==> config.mk <==
export PLATFORM = sky130hd
export DESIGN_NAME = signed_int_to_decimal_ascii
export DESIGN_NICKNAME = d
export VERILOG_FILES = /design/src/rtl/core/sida_pkg.sv /design/src/rtl/core/sida_cell.sv /design/src/rtl/core/signed_int_to_decimal_ascii.sv
export SDC_FILE = /design/constraint.sdc
export NUM_CORES = 1
export LEC_CHECK = 0
export BUFFER_PORTS_ARGS = -buffer_cell sky130_fd_sc_hd__buf_4
export CORE_UTILIZATION = 65
export DETAILED_ROUTE_END_ITERATION = 8
export GPL_TIMING_DRIVEN = 0
export HOLD_SLACK_MARGIN = 0.03
export MAX_ROUTING_LAYER = met4
export PLACE_DENSITY = 0.86
export SLEW_MARGIN = 20
export SYNTH_ARGS = -nofsm -noshare
export SYNTH_HDL_FRONTEND = slang
export SYNTH_SLANG_ARGS = --single-unit
==> constraint.sdc <==
create_clock -name clock -period 4.9 [get_ports clock]
set_input_delay 0.245 -clock clock [delete_from_list [all_inputs] [get_ports clock]]
set_output_delay 0.245 -clock clock [all_outputs]
set_load 0.05 [all_outputs]
==> src/rtl/core/sida_pkg.sv <==
// Package: types and constants shared by the integer-to-decimal text converter.
`timescale 1ns / 1ps
package sida_pkg;

   localparam int VALUE_WIDTH   = 32;
   localparam int NUM_DIGITS    = 10;
   localparam int BIT_CNT_WIDTH = 5;
   localparam int COUNT_WIDTH   = 4;
   localparam int CHAR_WIDTH    = 7;
   localparam int DIGIT_WIDTH   = 4;

   localparam logic [CHAR_WIDTH-1:0] ASCII_ZERO  = 7'd48;
   localparam logic [CHAR_WIDTH-1:0] ASCII_MINUS = 7'd45;

   typedef enum logic [1:0] {
      CELL_HOLD,
      CELL_CLEAR,
      CELL_CONVERT,
      CELL_SHIFT
   } cell_mode_type;

   typedef enum logic [2:0] {
      ST_IDLE,
      ST_CONVERT,
      ST_ALIGN,
      ST_SIGN,
      ST_EMIT
   } state_type;

endpackage

==> src/rtl/core/sida_cell.sv <==
// One decimal digit cell of the conversion chain: shift-add-3, digit shift, clear or hold.
`timescale 1ns / 1ps
module sida_cell (
   input  logic                              clock,
   input  sida_pkg::cell_mode_type           mode,
   input  logic                              carry_in,
   input  logic [sida_pkg::DIGIT_WIDTH-1:0]  prev_digit,
   output logic                              carry_out,
   output logic [sida_pkg::DIGIT_WIDTH-1:0]  digit
);
   import sida_pkg::*;

   logic [DIGIT_WIDTH-1:0] digit_ff;
   logic [DIGIT_WIDTH-1:0] digit_in;
   logic [DIGIT_WIDTH-1:0] adjusted;

   always_comb begin
      adjusted = (digit_ff >= 4'd5) ? (digit_ff + 4'd3) : digit_ff;
      case (mode)
         CELL_CLEAR:   digit_in = '0;
         CELL_CONVERT: digit_in = {adjusted[DIGIT_WIDTH-2:0], carry_in};
         CELL_SHIFT:   digit_in = prev_digit;
         default:      digit_in = digit_ff;
      endcase
   end

   always_ff @(posedge clock) begin
      digit_ff <= digit_in;
   end

   assign carry_out = adjusted[DIGIT_WIDTH-1];
   assign digit     = digit_ff;

endmodule

==> src/rtl/core/signed_int_to_decimal_ascii.sv <==
// Top level: signed 32-bit integer to decimal ASCII text, one character per strobe.
//
//   channel | ports                                          | handshake
//   --------+------------------------------------------------+---------------------------
//   request | req_value                                      | start & !busy
//   result  | rsp_character, rsp_text_length, rsp_last       | rsp_valid, one cycle each
//
// After acceptance the magnitude is shifted bit by bit through the ten-cell digit
// chain, up to nine leading zero digits are dropped and the length is latched, then
// one character leaves per cycle.
// Characters follow back to back, sign first; busy stays high until the last one.
// The receiver cannot stall. Reset (synchronous) returns the controller to idle.
`timescale 1ns / 1ps
module signed_int_to_decimal_ascii (
   input  logic                                clock,
   input  logic                                reset,
   input  logic                                start,
   output logic                                busy,
   input  logic signed [sida_pkg::VALUE_WIDTH-1:0] req_value,
   output logic                                rsp_valid,
   output logic [sida_pkg::CHAR_WIDTH-1:0]     rsp_character,
   output logic [sida_pkg::COUNT_WIDTH-1:0]    rsp_text_length,
   output logic                                rsp_last
);
   import sida_pkg::*;

   localparam logic [BIT_CNT_WIDTH-1:0] BIT_LAST   = BIT_CNT_WIDTH'(VALUE_WIDTH - 1);
   localparam logic [COUNT_WIDTH-1:0]   SLOTS_FULL = COUNT_WIDTH'(NUM_DIGITS);

   state_type                  state_ff, state_in;
   logic [VALUE_WIDTH-1:0]     mag_ff, mag_in;
   logic [BIT_CNT_WIDTH-1:0]   bit_cnt_ff, bit_cnt_in;
   logic [COUNT_WIDTH-1:0]     slot_cnt_ff, slot_cnt_in;
   logic [COUNT_WIDTH-1:0]     len_ff, len_in;
   logic                       neg_ff, neg_in;

   cell_mode_type              mode;
   logic                       accept;
   logic                       align_done;
   logic [VALUE_WIDTH-1:0]     raw;
   logic                       carry [NUM_DIGITS+1];
   logic [DIGIT_WIDTH-1:0]     prev  [NUM_DIGITS+1];
   logic [DIGIT_WIDTH-1:0]     top_digit;

   assign raw        = req_value;
   assign accept     = start && (state_ff == ST_IDLE);
   assign top_digit  = prev[NUM_DIGITS];
   assign align_done = (top_digit != '0) || (slot_cnt_ff == 4'd1);
   assign carry[0]   = mag_ff[VALUE_WIDTH-1];
   assign prev[0]    = '0;

   for (genvar i = 0; i < NUM_DIGITS; i++) begin : g_chain
      sida_cell u_cell (
         .clock      (clock),
         .mode       (mode),
         .carry_in   (carry[i]),
         .prev_digit (prev[i]),
         .carry_out  (carry[i+1]),
         .digit      (prev[i+1])
      );
   end

   // next state
   always_comb begin
      state_in = state_ff;
      case (state_ff)
         ST_IDLE:    if (start) state_in = ST_CONVERT;
         ST_CONVERT: if (bit_cnt_ff == BIT_LAST) state_in = ST_ALIGN;
         ST_ALIGN:   if (align_done) state_in = neg_ff ? ST_SIGN : ST_EMIT;
         ST_SIGN:    state_in = ST_EMIT;
         ST_EMIT:    if (slot_cnt_ff == 4'd1) state_in = ST_IDLE;
         default:    state_in = ST_IDLE;
      endcase
   end

   // datapath next values
   always_comb begin
      mag_in      = mag_ff;
      bit_cnt_in  = bit_cnt_ff;
      slot_cnt_in = slot_cnt_ff;
      len_in      = len_ff;
      neg_in      = neg_ff;
      if (accept) begin
         neg_in      = raw[VALUE_WIDTH-1];
         mag_in      = raw[VALUE_WIDTH-1] ? (~raw + 32'd1) : raw;
         bit_cnt_in  = '0;
         slot_cnt_in = SLOTS_FULL;
      end else begin
         case (state_ff)
            ST_CONVERT: begin
               mag_in     = {mag_ff[VALUE_WIDTH-2:0], 1'b0};
               bit_cnt_in = bit_cnt_ff + 5'd1;
            end
            ST_ALIGN: begin
               if (align_done) begin
                  len_in = slot_cnt_ff + {3'b000, neg_ff};
               end else begin
                  slot_cnt_in = slot_cnt_ff - 4'd1;
               end
            end
            ST_EMIT: slot_cnt_in = slot_cnt_ff - 4'd1;
            default: ;
         endcase
      end
   end

   // outputs
   always_comb begin
      mode            = CELL_HOLD;
      busy            = 1'b1;
      rsp_valid       = 1'b0;
      rsp_last        = 1'b0;
      rsp_character   = ASCII_ZERO + {3'b000, top_digit};
      rsp_text_length = len_ff;
      case (state_ff)
         ST_IDLE: begin
            busy = 1'b0;
            if (start) mode = CELL_CLEAR;
         end
         ST_CONVERT: mode = CELL_CONVERT;
         ST_ALIGN:   if (!align_done) mode = CELL_SHIFT;
         ST_SIGN: begin
            rsp_valid     = 1'b1;
            rsp_character = ASCII_MINUS;
         end
         ST_EMIT: begin
            mode      = CELL_SHIFT;
            rsp_valid = 1'b1;
            rsp_last  = (slot_cnt_ff == 4'd1);
         end
         default: ;
      endcase
   end

   always_ff @(posedge clock) begin
      if (reset) begin
         state_ff    <= ST_IDLE;
         bit_cnt_ff  <= '0;
         slot_cnt_ff <= '0;
      end else begin
         state_ff    <= state_in;
         bit_cnt_ff  <= bit_cnt_in;
         slot_cnt_ff <= slot_cnt_in;
      end
   end

   always_ff @(posedge clock) begin
      mag_ff <= mag_in;
      len_ff <= len_in;
      neg_ff <= neg_in;
   end

`ifndef SYNTHESIS
   a_no_overflow: assert property (@(posedge clock) disable iff (reset)
      (state_ff == ST_CONVERT) |-> !carry[NUM_DIGITS])
      else $error("digit chain overflow during conversion");

   a_valid_busy: assert property (@(posedge clock) disable iff (reset)
      rsp_valid |-> busy)
      else $error("result strobe while idle");

   a_last_ends: assert property (@(posedge clock) disable iff (reset)
      (rsp_valid && rsp_last) |=> !busy)
      else $error("busy after last character");

   a_sign_not_last: assert property (@(posedge clock) disable iff (reset)
      (rsp_valid && (rsp_character == ASCII_MINUS)) |-> !rsp_last)
      else $error("minus sign flagged as last character");

   a_start_quiet: assert property (@(posedge clock) disable iff (reset)
      (start && !busy) |=> (busy && !rsp_valid))
      else $error("request acceptance not followed by conversion");
`endif

endmodule

==> out/metrics.yaml <==
run_status: "completed"
vdd_drop_max_v: 0.000387
p_sw_uw: 1820
cts.hold.buffers_added: 0
period_share: 0.598
relSlewSlack: 0.496
skew_ns: 0.0187
worst_ep_arrival_time_ns: 2.99
combinationalPowerShare: 0.460
die_h_microns: 93.2
port_buffers: 46
routed_via_density: 6.16
setup_viol: 0
switching_share: 0.427
layout_commonest_cell: "nand2_1"
regArea_sq_um: 2550
cts_setup_buffers: 0
cts_buffers: 9
htree_levels: 3
max_freq_mhz: 341
grt_usage: 0.308
antenna_found_initial: 0
coreArea_sq_um: 7890
die_w_microns: 93.2
diodes: 0
dp_slack_ns: 2.07
synth-seq-cells: 89
drive_above_1_share: 0.115
hp-class: "input port to flip-flop"
holdCritStartpoint: "reset"
endpoint_kind: "flip-flop"
first_iter_violations: 307
synthArstFlopShare: 0
overflow: 0
drt_first_pass_iters: 5
yosysSeqAreaShare: 0.472
ys.flop_type: "edfxtp_1"
fin_ws_ns: 1.97
period_minus_slack_ns: 2.93
synth.distinct_cells: 50
crit_start: "g_chain[9].u_cell.digit[0]"
vias: 4541
syn-num-nets: 634
die_area_sq_um: 8690
fill_cells: 547
p_per_area_nw_per_um2: 694
cts_buffer_depth: 2
clock-sinks: 89
layout_common_cells: "79 x nand2_1, 77 x o21ai_0, 77 x edfxtp_1"
cts-root-buf: "clkbuf_8"
synth_edf_count: 77
cts.clk_slew.worst_paths_ns: 0.09
final.setup.tns_ns: 0
startpoint_type: "flip-flop"
maxCapViolCount: 0
grt_pass1_wl_microns: 20300
post-dp-hpwl_microns: 8780
nets: 692
critical_path_required_ns: 4.96
ios: 49
initial_core_util: 0.686
insertion_delay_ns: 0.37
finalWeightedCongestion: 0.858
worst-path-max-fanout: 29
routed_wl_microns: 12200
wl_per_cell_microns: 16.5
syn_area_per_cell_sq_um: 9.46
p_leak_uw: 0.00232
pwr-share-clk: 0.144
rsz0062_at_grt: "false"
rows: 32
yosys_warnings: 0
hold_viol_final: 0
cts_tree: "built"
grt_pass1_vias: 4556
slew_viol_final: 0
synthCells: 572
worstMarginPinSlew_ns: 0.753
grt_max_degree: 33
post-route-drc-count: 0
crit_type: "flip-flop to flip-flop"
ant_nets: 0
synthToLayoutAreaGrowth_pct: 13.6
seqPwrFrac: 0.397
p_int_uw: 2440
timing.rr.start: "g_chain[9].u_cell.digit[0]"
synth_area_sq_um: 5410
cts_resized: 0
multiInputGateArea_sq_um: 2660
-- final timing paths --
| kind | to | slack (ns) | cells after the start |
|---|---|---|---|
| setup / recovery | g_chain[9].u_cell.digit[3] | 1.97 | 7 |
| hold / removal | state_ff[0] | 0.09 | 2 |
| setup reg to reg | g_chain[9].u_cell.digit[3] | 1.97 | 7 |
| hold reg to reg | bit_cnt_ff[4] | 0.48 | 2 |
-- worst max-delay path, stage by stage (launching register included) --
cell	delay, ns
edfxtp_1	0.43
inv_1	0.14
ha_1	0.22
nor3b_1	0.47
a31oi_1	0.23
nor2_1	0.46
or3_2	0.42
buf_12	0.24
-- cells in the mapped netlist, types with 2 or more instances --
cell type   n  area [sq um]
nor3b_1    23           173
a21oi_1    48           240
buf_4       2          15.0
xnor2_1    14           123
mux2i_1     2          20.0
or4_1       5          37.5
a22o_1      2          17.5
a211oi_1    2          15.0
dfxtp_1    12           240
or3_1       6          37.5
clkbuf_1   20          75.1
o211ai_1    3          22.5
nor4_1      3          18.8
nand2b_1   15          93.8
o41ai_1     5          43.8
nor2b_1     5          31.3
o31ai_1     9          67.6
nor3_1     10          50.1
inv_1      27           101
nand4_1     6          37.5
ha_1       27           338
edfxtp_1   77          2310
nand3_1    11          55.1
xor2_1     27           236
a211o_1     3          26.3
nor2_1     26          97.6
o21ai_0    77           385
conb_1      2          7.51
nand3b_1    3          22.5
nand2_1    80           300
-- routing by layer --
| metal | routed length, microns | GRT usage | vias up |
|---|---|---|---|
| met4 | 341 | 0.135 | 0 |
| li1 | - | - | 2178 |
| met3 | 780 | 0.0463 | 31 |
| met2 | 6110 | 0.528 | 209 |
| met1 | 4970 | 0.359 | 2123 |
| met5 | 0 | - | - |
-- layout make-up --
class	count	area share
multi-input cells	432	0.433
plain buffers	24	0.0161
repair buffers	47	0.0594
flip-flops and latches	89	0.415
well taps	102	0.0208
clock inverters	7	0.0189
inverters	27	0.0165
clock buffers	9	0.0202
-- power by group through the flow --
stage / clock (uW) / combinational, uW / sequential [uW]
2_1_floorplan: 0 / 1380 / 1650
3_3_place_gp: 0 / 1770 / 1690
3_5_place_dp: 0 / 1930 / 1700
4_1_cts: 611 / 1940 / 1680
5_1_grt: 646 / 2190 / 1730
6_report: 613 / 1960 / 1690
-- through the flow --
stage          cell area [sq um]  instances  power (uW)  hold WS, ns  utilization
3_5_place_dp                5910        721        3630        0.464        0.749
5_1_grt                     6150        737        4560       0.0740        0.779
3_3_place_gp                5880        720        3460        0.446        0.746
2_1_floorplan               5410        572        3030        0.314            -
4_1_cts                     6150        737        4240       0.0751        0.779
6_report                    6150        737        4270       0.0851        0.779
-- kinds of logic (layout without fill, tap and decap cells) --
| kind of cell | Yosys count | count (layout) | synth area share |
|---|---|---|---|
| adders and majority gates | 27 | 27 | 0.0624 |
| xor gates and xnor gates | 41 | 41 | 0.0664 |
| DFF | 89 | 89 | 0.472 |
| AOI/OAI and AO/OA | 158 | 158 | 0.165 |
| other | 2 | 2 | 0.00139 |
| buffers and inverters | 51 | 114 | 0.0370 |
| and+or+nand+nor | 202 | 202 | 0.192 |
| muxes | 2 | 2 | 0.00370 |
-- registers in the layout (all words and copies together) (netlist names) --
name	cells
slot_cnt_ff	4
neg_ff	1
bit_cnt_ff	5
g_chain.u_cell.digit	40
mag_ff	32
rsp_text_length	4
state_ff	3
Power figures use the tool's default switching activity.
